[src/rtl/assert_macros.svh]
// Assertion macros shared by the store queue RTL.
// Depends on nothing; include by bare file name.
`ifndef ASSERT_MACROS_SVH
`define ASSERT_MACROS_SVH
// Implication checked on every rising clock edge outside reset.
`define SQF_ASSERT_IMP(lbl, clk, rstn, a, c, msg) \
  lbl: assert property (@(posedge clk) disable iff (!rstn) (a) |-> (c)) else $error(msg);
// Next-cycle implication outside reset.
`define SQF_ASSERT_NXT(lbl, clk, rstn, a, c, msg) \
  lbl: assert property (@(posedge clk) disable iff (!rstn) (a) |=> (c)) else $error(msg);
`endif

[src/rtl/sqf_pkg.sv]
// Package for the store queue: sizes, function codes, status codes, sequencer states.
// No dependencies.
package sqf_pkg;
  localparam int QUEUE_DEPTH = 16;
  localparam int ROB_DEPTH   = 64;
  localparam int TAG_W       = $clog2(ROB_DEPTH);

  localparam logic [2:0] FN_PUSH   = 3'd0;
  localparam logic [2:0] FN_WADDR  = 3'd1;
  localparam logic [2:0] FN_WDATA  = 3'd2;
  localparam logic [2:0] FN_POP    = 3'd3;
  localparam logic [2:0] FN_COMMIT = 3'd4;
  localparam logic [2:0] FN_FLUSH  = 3'd5;
  localparam logic [2:0] FN_QUERY  = 3'd6;

  localparam logic [1:0] ST_OK    = 2'd0;
  localparam logic [1:0] ST_FULL  = 2'd1;
  localparam logic [1:0] ST_EMPTY = 2'd2;

  localparam logic [1:0] S_IDLE = 2'd0;
  localparam logic [1:0] S_SCAN = 2'd1;
  localparam logic [1:0] S_DONE = 2'd2;
endpackage

[src/rtl/store_queue_forwarding_core.sv]
// Store queue with store-to-load forwarding, top level.
// Depends on sqf_pkg and assert_macros.svh.
//
// Usage: requests arrive on the in_ valid/ready channel, one result per
// request leaves on the out_ valid/ready channel. Push, pop, flush and
// write requests that do not complete an entry are decoded directly.
// Write requests that complete an entry, commit and load query requests run
// a scan through the entry arrays, one entry per cycle, through a single
// shared address/tag compare unit, stepping through all QUEUE_DEPTH entries
// and then finishing in S_DONE. One request is in flight at a time, and
// the next is taken the cycle after the result leaves.
// The result sits in an output register; the block takes no new request
// until that result has been taken, so a stalled receiver simply holds
// the block. Reset clears the pointers, the known and committed flags and
// the control state; entry payload arrays are not cleared. There is no
// clearing pass after reset.
module store_queue_forwarding_core (
  input  logic        clk,
  input  logic        rst_n,
  input  logic        in_valid,
  output logic        in_ready,
  input  logic [2:0]  in_func,
  input  logic [3:0]  in_slot,
  input  logic [sqf_pkg::TAG_W-1:0] in_rob_tag,
  input  logic [sqf_pkg::TAG_W-1:0] in_rob_head,
  input  logic [2:0]  in_byte_count,
  input  logic [31:0] in_mem_address,
  input  logic signed [31:0] in_store_data,
  input  logic [3:0]  in_tail_snapshot,
  output logic        out_valid,
  input  logic        out_ready,
  output logic [1:0]  out_status,
  output logic        out_forward_valid,
  output logic signed [31:0] out_forward_value,
  output logic        out_may_dispatch,
  output logic        out_plan_valid,
  output logic [sqf_pkg::TAG_W-1:0] out_plan_store_tag,
  output logic [31:0] out_plan_address,
  output logic signed [31:0] out_plan_value,
  output logic        out_found_same,
  output logic [sqf_pkg::TAG_W-1:0] out_same_tag,
  output logic        out_found_unknown,
  output logic [sqf_pkg::TAG_W-1:0] out_unknown_tag
);
  import sqf_pkg::*;
  `include "assert_macros.svh"

  localparam int QW = $clog2(QUEUE_DEPTH);
  localparam int TW = TAG_W;
  localparam int CW = $clog2(QUEUE_DEPTH + 1);

  // Entry storage
  logic [TW-1:0] tag_mem [QUEUE_DEPTH];
  logic [31:0]   addr_mem [QUEUE_DEPTH];
  logic [31:0]   data_mem [QUEUE_DEPTH];
  logic [2:0]    bytes_mem [QUEUE_DEPTH];
  logic [QUEUE_DEPTH-1:0] addr_known_r, data_known_r, committed_r;
  logic [QW-1:0] head_r, tail_r;

  logic [1:0]    state_r;
  logic [2:0]    func_r;
  logic [QW-1:0] idx_r;     // written slot for plans
  logic [CW-1:0] cnt_r;     // scan step
  logic [TW-1:0] tag_r, rhead_r;
  logic [31:0]   addr_r;
  logic [TW-1:0] own_tag_r;
  logic [31:0]   own_data_r;

  // Scan accumulators
  logic fsame_r, funk_r, fwd_r, blocked_r, reached_r;
  logic [TW-1:0] stag_r, utag_r;
  logic [31:0] val_r;

  // Output register
  logic        out_valid_r;
  logic [1:0]  status_r;
  logic        plan_valid_r;

  assign in_ready = (state_r == S_IDLE) && !out_valid_r;
  wire acc = in_valid && in_ready;
  assign out_valid = out_valid_r;

  wire slot_ok = ({28'd0, in_slot} < 32'(QUEUE_DEPTH));
  wire [QW-1:0] slot_i = in_slot[QW-1:0];
  wire [QW-1:0] tail_inc = (tail_r == QW'(QUEUE_DEPTH - 1)) ? '0 : tail_r + 1'b1;
  wire [QW-1:0] head_inc = (head_r == QW'(QUEUE_DEPTH - 1)) ? '0 : head_r + 1'b1;
  wire full  = (tail_inc == head_r);
  wire empty = (head_r == tail_r);

  // Requests that need a pass through the compare unit
  wire scan_req = (in_func == FN_COMMIT) || (in_func == FN_QUERY) ||
                  (in_func == FN_WADDR && slot_ok && data_known_r[slot_i]) ||
                  (in_func == FN_WDATA && slot_ok && addr_known_r[slot_i]);

  function automatic logic [QW-1:0] qdist(input logic [QW-1:0] a, input logic [QW-1:0] b);
    logic [QW:0] s;
    s = {1'b0, a} + (QW+1)'(QUEUE_DEPTH) - {1'b0, b};
    qdist = (s >= (QW+1)'(QUEUE_DEPTH)) ? QW'(s - (QW+1)'(QUEUE_DEPTH)) : s[QW-1:0];
  endfunction

  // Scan position: plans start at the slot, queries and commits at the head
  logic [QW:0] pos_sum;
  logic [QW-1:0] pos;
  always_comb begin
    if (func_r == FN_QUERY || func_r == FN_COMMIT) begin
      pos_sum = {1'b0, head_r} + (QW+1)'(cnt_r);
    end else begin
      pos_sum = {1'b0, idx_r} + (QW+1)'(cnt_r);
    end
    pos = (pos_sum >= (QW+1)'(QUEUE_DEPTH)) ? QW'(pos_sum - (QW+1)'(QUEUE_DEPTH))
                                            : pos_sum[QW-1:0];
  end

  // Shared compare unit: one entry per cycle
  wire e_active = !empty && (qdist(pos, head_r) < qdist(tail_r, head_r));
  wire [TW-1:0] e_tag = tag_mem[pos];
  wire addr_eq = (addr_mem[pos] == addr_r);
  wire [TW-1:0] sage = e_tag - rhead_r;
  wire [TW-1:0] lage = tag_r - rhead_r;
  wire younger = qdist(pos, idx_r) < qdist(tail_r, idx_r);
  wire last = (cnt_r == CW'(QUEUE_DEPTH - 1));
  wire plan_step = e_active && younger && (cnt_r != '0);

  always_ff @(posedge clk) begin
    if (acc && in_func == FN_PUSH && !full) begin
      tag_mem[tail_r]   <= in_rob_tag;
      bytes_mem[tail_r] <= in_byte_count;
      addr_mem[tail_r]  <= '0;
      data_mem[tail_r]  <= '0;
    end
    if (acc && in_func == FN_WADDR && slot_ok) begin
      addr_mem[slot_i] <= in_mem_address;
    end
    if (acc && in_func == FN_WDATA && slot_ok) begin
      data_mem[slot_i] <= in_store_data;
    end
  end

  always_ff @(posedge clk) begin
    if (!rst_n) begin
      state_r <= S_IDLE;
      out_valid_r <= 1'b0;
      head_r <= '0;
      tail_r <= '0;
      addr_known_r <= '0;
      data_known_r <= '0;
      committed_r <= '0;
    end else begin
      // Drop the result once taken
      if (out_valid_r && out_ready) begin
        out_valid_r <= 1'b0;
      end
      case (state_r)
        S_IDLE: begin
          if (acc) begin
            func_r <= in_func;
            tag_r <= in_rob_tag;
            rhead_r <= in_rob_head;
            addr_r <= (in_func == FN_WDATA) ? addr_mem[slot_i] : in_mem_address;
            idx_r <= slot_i;
            cnt_r <= '0;
            status_r <= (in_func == FN_PUSH && full) ? ST_FULL :
                        (in_func == FN_POP && empty) ? ST_EMPTY : ST_OK;
            plan_valid_r <= 1'b0;
            fsame_r <= 1'b0; funk_r <= 1'b0; fwd_r <= 1'b0;
            blocked_r <= 1'b0; reached_r <= 1'b0; val_r <= '0;
            own_tag_r <= tag_mem[slot_i];
            stag_r <= tag_mem[slot_i];
            utag_r <= tag_mem[slot_i];
            own_data_r <= (in_func == FN_WDATA) ? in_store_data : data_mem[slot_i];
            state_r <= scan_req ? S_SCAN : S_DONE;
            case (in_func)
              FN_PUSH: begin
                if (!full) begin
                  addr_known_r[tail_r] <= 1'b0;
                  data_known_r[tail_r] <= 1'b0;
                  committed_r[tail_r] <= 1'b0;
                  tail_r <= tail_inc;
                end
              end
              FN_WADDR: begin
                if (slot_ok) begin
                  addr_known_r[slot_i] <= 1'b1;
                end
              end
              FN_WDATA: begin
                if (slot_ok) begin
                  data_known_r[slot_i] <= 1'b1;
                end
              end
              FN_POP: begin
                if (!empty) begin
                  head_r <= head_inc;
                end
              end
              FN_FLUSH:  tail_r <= in_tail_snapshot[QW-1:0];
              default: ;
            endcase
          end
        end
        S_SCAN: begin
          // Advance one entry through the compare unit
          case (func_r)
            FN_COMMIT: begin
              if (e_active && e_tag == tag_r) begin
                committed_r[pos] <= 1'b1;
              end
            end
            FN_QUERY: begin
              if (e_active) begin
                if (!committed_r[pos] && sage < lage && addr_known_r[pos] && addr_eq) begin
                  blocked_r <= 1'b1;
                end
                if (!(reached_r || (!committed_r[pos] && sage > lage))) begin
                  if (!addr_known_r[pos]) begin
                    fwd_r <= 1'b0;
                  end else if (addr_eq) begin
                    fwd_r <= data_known_r[pos];
                    if (data_known_r[pos]) begin
                      val_r <= data_mem[pos];
                    end
                  end
                end else begin
                  reached_r <= 1'b1;
                end
              end
            end
            default: begin
              plan_valid_r <= 1'b1;
              if (plan_step) begin
                if (addr_known_r[pos] && addr_eq && !fsame_r) begin
                  fsame_r <= 1'b1;
                  stag_r <= e_tag;
                end else if (!addr_known_r[pos] && !funk_r) begin
                  funk_r <= 1'b1;
                  utag_r <= e_tag;
                end
              end
            end
          endcase
          cnt_r <= cnt_r + 1'b1;
          if (last) begin
            state_r <= S_DONE;
          end
        end
        S_DONE: begin
          // Hand the result to the output register
          out_valid_r <= 1'b1;
          state_r <= S_IDLE;
        end
        default: state_r <= S_IDLE;
      endcase
    end
  end

  // Result fields; unused ones read as zero
  wire is_q = (func_r == FN_QUERY);
  assign out_status         = status_r;
  assign out_forward_valid  = is_q && fwd_r;
  assign out_forward_value  = (is_q && fwd_r) ? val_r : '0;
  assign out_may_dispatch   = is_q && !blocked_r;
  assign out_plan_valid     = plan_valid_r;
  assign out_plan_store_tag = plan_valid_r ? own_tag_r : '0;
  assign out_plan_address   = plan_valid_r ? addr_r : '0;
  assign out_plan_value     = plan_valid_r ? own_data_r : '0;
  assign out_found_same     = plan_valid_r && fsame_r;
  assign out_same_tag       = plan_valid_r ? stag_r : '0;
  assign out_found_unknown  = plan_valid_r && funk_r;
  assign out_unknown_tag    = plan_valid_r ? utag_r : '0;

  `SQF_ASSERT_IMP(a_no_accept_busy, clk, rst_n, state_r != S_IDLE, !in_ready, "request accepted while busy")
  `SQF_ASSERT_NXT(a_out_hold, clk, rst_n, out_valid_r && !out_ready, out_valid_r, "result dropped while stalled")
  `SQF_ASSERT_NXT(a_done_out, clk, rst_n, state_r == S_DONE, out_valid_r, "result not presented")
  `SQF_ASSERT_IMP(a_status_plan, clk, rst_n, out_valid_r && plan_valid_r, status_r == ST_OK, "plan with error status")
  `SQF_ASSERT_NXT(a_push_bytes, clk, rst_n, acc && in_func == FN_PUSH && !full, bytes_mem[$past(tail_r)] == $past(in_byte_count), "store width not recorded")
endmodule
[config.mk]
export PLATFORM = sky130hd
export DESIGN_NAME = store_queue_forwarding_core
export DESIGN_NICKNAME = d
export VERILOG_FILES = /design/src/rtl/sqf_pkg.sv /design/src/rtl/store_queue_forwarding_core.sv
export VERILOG_INCLUDE_DIRS = /design/src /design/src/rtl
export SDC_FILE = /design/constraint.sdc
export NUM_CORES = 2
export LEC_CHECK = 0
export BUFFER_PORTS_ARGS = -buffer_cell sky130_fd_sc_hd__buf_4
export CAP_MARGIN = 5
export CORE_UTILIZATION = 62
export CTS_CLUSTER_DIAMETER = 60
export CTS_CLUSTER_SIZE = 8
export DETAILED_ROUTE_END_ITERATION = 10
export PLACE_DENSITY_LB_ADDON = 0.2
export SYNTH_ARGS = -nofsm -noshare
export SYNTH_HDL_FRONTEND = slang
export SYNTH_SLANG_ARGS = --single-unit
[constraint.sdc]
create_clock -name clk -period 8.32 [get_ports clk]
set_input_delay 1.248 -clock clk [delete_from_list [all_inputs] [get_ports clk]]
set_output_delay 1.248 -clock clk [all_outputs]
set_load 0.01 [all_outputs]
### After elaboration in Yosys (flattened, before gate mapping)

Memories as Yosys holds them, arrays and structs flattened. A register that Yosys moved wholly into a read port is not among the register bits.
Index checks and enable logic that the tools add are counted.

* word-level logic and storage cells: 285
* bits in writable memories: 1120
* output and inout port bits: 123
* memories kept: 3
* input port bits: 94
* bits in registers: 206

* muxes and demuxes: 109
* add/subtract/negate cells: 18
* $lt $le $gt $ge: 15
* equal/unequal tests: 38
* bitwise gates (word level): 8
* reduce and logical (&&, ||, !) cells: 68

Memories
* addr_mem: depth 16, bits a word 32, rd ports 2, clocked after Yosys merged registers in 0, write ports 1, RTL line store_queue_forwarding_core.sv:54 `logic [31:0] addr_mem [QUEUE_DEPTH];`
* data_mem: depth 16, bits a word 32, rd ports 2, clocked after Yosys merged registers in 1, write ports 1, RTL line store_queue_forwarding_core.sv:55 `logic [31:0] data_mem [QUEUE_DEPTH];`
* tag_mem: depth 16, bits a word 6, rd ports 2, clocked after Yosys merged registers in 0, write ports 1, RTL line store_queue_forwarding_core.sv:53 `logic [TW-1:0] tag_mem [QUEUE_DEPTH];`

Operators by type and width (number)
* 32-bit 2-to-1 mux: 14
* 16-bit 2-to-1 mux: 7
* 16-bit one-hot mux with 2 select lines: 3
* 6-bit 2-to-1 mux: 11
* 32-bit one-hot mux with 2 select lines: 1
* 32-bit OR reduction: 2
* 16-bit bitwise AND: 3
* 16-bit OR: 3
* 4-bit 2-to-1 mux: 10
* 1-bit 2-to-1 mux: 38
* 2-bit inequality test (second input constant): 19
* 32-bit equality test: 1
* 1-bit logical AND: 29
* 5-bit greater-or-equal comparator (second input constant): 5
* 6-bit one-hot mux with 2 select lines: 2
* 6-bit AND reduction: 4
* 1-bit binary-select mux with 4-bit select: 5
* 4-bit AND reduction: 5
* 4-bit by 1-bit subtractor with 4-bit output (second input constant): 5
* 5-bit by 4-bit subtractor with 5-bit output: 4
* 16-bit NOT: 1
* 3-bit equality test (second input constant): 5
* 4-bit by 5-bit less-than comparator with 1-bit output (second input constant): 3
* 7-bit AND reduction: 2
* other kinds (37): 74

### Depth between registers and ports, before layout

* depth after elaboration: 16
* depth in mapped cells: 29
* mapped depth without buffers: 26

### Worst setup path after synthesis

OpenSTA, ideal clock, no wires.

* path type: register -> register
* start: register func_r[0]
* end: register val_r[0], enable pin
* path slack: 1.346 ns
* path buffers: 6
* data required time: 7.895 ns
* data arrival time: 6.549 ns
* clock period less this slack: 6.974 ns
* stages on the path, launching flop included: 26
* setup time: 0.425 ns
* path through: edfxtp_1 > nor2b_1 > buf_2 > nand2_1 > nand2_1 > ha_1 > inv_1 > fa_1 > xor2_2 > inv_2 > buf_4 > buf_2 > clkbuf_1 > clkbuf_1 > buf_1 > ha_1 > a21oi_1 > xnor2_1 > xnor2_1 > ha_1 > a211oi_1 > nor2b_1 > o21ai_0 > a211oi_1 > nand4_1 > o21ai_1

* cells in the longest elaborated chain, start to end: 13
* elaborated cells between the ends (all ways): 35
* classes of those cells: add/sub: 5; order compare: 4; eq/ne: 9; mux: 9; reduce/logical: 6; memory: 2

RTL lines
* start, declared: RTL line store_queue_forwarding_core.sv:61 `logic [2:0] func_r;`
* start signal, assigned: RTL line store_queue_forwarding_core.sv:156 `func_r <= in_func;`
* 3-bit equality test (on tied branches): RTL line store_queue_forwarding_core.sv:105, store_queue_forwarding_core.sv:203
* 1-bit logical OR: RTL line store_queue_forwarding_core.sv:105 `if (func_r == FN_QUERY || func_r == FN_COMMIT) begin`
* 5-bit 2-to-1 mux: RTL line store_queue_forwarding_core.sv:105
* 4-bit by 1-bit subtractor with 4-bit output / 5-bit greater-or-equal comparator (equally long branches): RTL line store_queue_forwarding_core.sv:110 `pos = (pos_sum >= (QW+1)'(QUEUE_DEPTH)) ? QW'(pos_sum - (QW+1)'(QUEUE_DEPTH))`
* 4-bit 2-to-1 mux: RTL line store_queue_forwarding_core.sv:110
* 4-bit by 5-bit adder with 5-bit output: RTL line store_queue_forwarding_core.sv:97 `s = {1'b0, a} + (QW+1)'(QUEUE_DEPTH) - {1'b0, b};`
* 5-bit by 4-bit subtractor with 5-bit output: RTL line store_queue_forwarding_core.sv:97
* 4-bit by 1-bit subtractor with 4-bit output / 5-bit greater-or-equal comparator (equally long branches): RTL line store_queue_forwarding_core.sv:98 `qdist = (s >= (QW+1)'(QUEUE_DEPTH)) ? QW'(s - (QW+1)'(QUEUE_DEPTH)) : s[QW-1:0];`
* 4-bit 2-to-1 mux: RTL line store_queue_forwarding_core.sv:98
* 4-bit less-than comparator: RTL line store_queue_forwarding_core.sv:115 `wire e_active = !empty && (qdist(pos, head_r) < qdist(tail_r, head_r));`
* 1-bit logical AND: RTL line store_queue_forwarding_core.sv:115
* 2-bit inequality test (no source line)
* 9-bit AND reduction (no source line) *
* end signal, assigned: RTL line store_queue_forwarding_core.sv:220 `val_r <= data_mem[pos];`
* end, declared: RTL line store_queue_forwarding_core.sv:72 `logic [31:0] val_r;`

Mark *: on every way between the ends. The rest lies on a longest branch, timed or not. The select of a mux whose other input is x is not followed.
A chain may end at the register's enable or synchronous reset.

### Worst setup path after layout

* start: register func_r[0]
* end: register val_r[8], enable pin

The elaborated chain is that of the path after synthesis.

==> metrics.txt <==
pre-CTS setup slack 1.09 ns; Achievable Freq 139 MHz; # rows around 120; Setup crit start kind flip-flop; status finished, final reports clean; DRC 0; switching part of the total 23.5%; first-pass GRT wire length between 200000 and 300000 um; cell area power density between 200 and 250 mW/mm^2; clock skew ~0.033 ns; vias in the first global route 38400; Mapped Cells 3353; RSZ-0062 raised after global routing no; clock-pin slew on the worst setup and hold paths 0.06 ns; worst-path maximum fanout 32; Die Ht 323 um; Avg Cell Area, Syn about 19 um^2; Tightest Pin Transition 1.23 ns; Core Footprint around 0.1 mm^2; H-Tree Depth 4; PortBufs between 200 and 250; hpwl dp about 94000 um; Post-synth EDFFs 1299; First-pass DRT Iterations 6; clk_lat worst skew between 0.7 and 0.8 ns; Internal 0.0126 W; Layout Nets 3738; ys flop type edfxtp_1; # setup viols final 0; Hold Path Sink committed_r[2]; Yosys cell types 63; Clock Root Buffer clkbuf_16; final wirelength 177000 um; Worst Path Class, Setup reg2reg; share of flip-flops with an asynchronous set or reset 0%; synthesized net count 3499; Final ANT Viol Nets 0; average routed wire per standard cell roughly 35 um; I/O pin cnt approximately 220; maximum VDD drop 0.191 mV; gr busiest metal met2; Clock Sinks 1358; final hold violations 0; P_leak ~22 nW; Starting Density a little over three fifths; crit path from func_r[0]; Seq cells post-synth 1358; DRT iter0 DRCs around 5400; GR Overflow Total 0; Req. time, crit path ~8.7 ns; Crit Reg-Reg Endpoint val_r[8]; maximum clock insertion buffer count 3; slew margin rel. 17.9%; ratio of cells with drive above 1 in the final layout between 30% and 40%; cts bufs inserted between 150 and 200; placer's final routability congestion estimate a little under 0.9; Cell Count, Final, Fillers Out approximately 5000; routing usage on met1 47.4%; GR Util met3 under 10%; initial antenna violation count 4; Switch Pwr a little under 0.004 W; area delta synth->final 13.1%; Die X 323 um; post-route minimum period between 7 and 8 ns; Global Route Usage Sum between 30% and 40%; most frequent cells in the layout edfxtp_1 (1299), mux4_2 (686), buf_4 (276); MaxCap Viol Count 0; CP Data Arrival Time 7.64 ns; Synth warnings 0; Seq/Total Area, Yosys 63.0%; Reg power frac between 40% and 50%; DIE AREA roughly 0.10 mm^2; setup TNS 0 ns; fin crit share between 80 and 90%; most common cell after layout, fill and taps aside edfxtp_1; met2 Use GR 55.1%; worst reg-to-reg path cell count 27; combinational group share of total power a little under an eighth; Util after Layout a little under three quarters; placed cell count roughly 4800; CTS tree done; Worst Min Path Start committed_r[2]; Mapped Area roughly 0.064 mm^2; largest net degree at the start of global routing around 160; Hold Path Cell Cnt 2; HP Class reg2reg; R2R Setup Slk ~1.1 ns; Final Max Tran Viols 0; post-cts resize count 0; Final Worst Setup Slack between 1 and 1.5 ns; vias ~37000; RR Startpoint func_r[0]; vias per std cell roughly 7.4; Crit. End Element flip-flop; clock network fraction of total power about two fifths; hold_buf cts 0; post-CTS setup buffer count 0
[flip-flops by register name (all words and copies together), names as in the netlist, 2 cells and up, named ones only]
signal and count:
addr_r 32, state_r 2, idx_r 4, out_status 2
stag_r 6, addr_mem 512, func_r 3, addr_known_r 16
committed_r 16, cnt_r 5, own_tag_r 6, rhead_r 6
tail_r 4, data_mem 512, utag_r 6, data_known_r 16
tag_r 6, tag_mem 96, head_r 4, val_r 32
[how the worst max path moves through the flow]
stage | end | depth (start not counted)
floorplan | val_r[0] | 25
global placement | val_r[15] | 27
detailed placement | val_r[13] | 22
CTS | val_r[8] | 22
global route | val_r[8] | 22
finish | val_r[8] | 27
[kinds of logic after synthesis]
family | Yosys count | synth area share, %
flip-flops | 1358 | 63.0
AND/OR/NAND/NOR | 601 | 5.12
adder cells (fa/ha/maj) | 52 | 1.10
AO/OA/AOI/OAI | 245 | 2.72
XOR/XNOR | 40 | 0.561
buffers and inverters | 296 | 2.07
multiplexers | 761 | 25.5
[final cells by class]
type,count,area (um^2)
Fill cell,6083,29700
Tap cell,1368,1710
Timing Repair Buffer,286,2250
Multi-Input combinational cell,1699,22700
Clock buffer,233,5040
Sequential cell,1358,40200
Clock inverter,8,97.6
Antenna cell,2,5.00
Inverter,59,233
[synth_stat cells, drive strengths merged, types with 4 or more instances]
master | n | area [um^2]
dfxtp | 59 | 1180
nor2b | 46 | 288
o21ai | 52 | 260
nand4b | 8 | 70.1
o31ai | 10 | 75.1
edfxtp | 1299 | 39000
o21a | 10 | 75.1
o211ai | 4 | 30.0
nand3 | 37 | 185
a21o | 17 | 128
nor2 | 99 | 372
clkbuf | 123 | 462
buf | 114 | 636
o22ai | 4 | 25.0
nor3 | 23 | 115
a2111oi | 25 | 262
nand4 | 11 | 81.3
mux2 | 33 | 372
a31oi | 9 | 56.3
mux4 | 687 | 15500
a21boi | 4 | 30.0
a221oi | 20 | 181
nor4 | 6 | 37.5
xnor2 | 22 | 193
a211oi | 11 | 82.6
or3 | 16 | 100
and2 | 232 | 1450
a22oi | 39 | 293
fa | 7 | 140
xor2 | 18 | 165
and3 | 8 | 50.1
mux2i | 41 | 410
ha | 45 | 563
inv | 58 | 218
a21oi | 33 | 165
nand2b | 13 | 81.3
nand2 | 89 | 334
[metrics by stage]
stage | power, W | hold slack [ns] | cell area (um^2)
after floorplan | 0.00907 | 0.434 | 63800
after global placement | 0.00962 | 0.443 | 67100
after detailed placement | 0.00966 | 0.452 | 67100
after CTS | 0.0165 | 0.464 | 72200
after global routing | 0.0169 | 0.487 | 72200
final | 0.0165 | 0.469 | 72200
[worst max-delay path: stages (launching register included)]
cell and delay, ns:
edfxtp_1 0.37, nor2b_1 0.61, nand2_1 0.13, nand2_1 0.13
ha_4 0.13, inv_1 0.05, fa_4 1.08, mux4_2 0.36
and2_1 0.17, a2111oi_2 0.46, or2_2 0.22, inv_1 0.05
ha_1 0.27, nor2b_1 0.14, o21ai_0 0.15, nand2b_1 0.11
a21o_1 0.18, a21oi_1 0.16, xor2_1 0.20, xnor2_1 0.09
ha_1 0.29, nand4_1 0.11, o21ai_0 0.16, a211oi_1 0.06
a211oi_1 0.35, nand4_1 0.22, o21ai_4 0.19, buf_12 0.32
[power by group through the flow]
stage,Sequential [W],Clock (W),Combinational [W]
floorplan,0.00770,0,0.00137
global placement,0.00772,0,0.00190
detailed placement,0.00772,0,0.00194
CTS,0.00760,0.00693,0.00195
global route,0.00760,0.00720,0.00207
finish,0.00760,0.00690,0.00196
[layer usage]
layer | vias up | wire, um
li1 | 14500 | -
met1 | 19300 | 61400
met2 | 3019 | 86300
met3 | 510 | 22200
met4 | 4 | 6800
met5 | - | 21
Power figures use the tool's default switching activity.
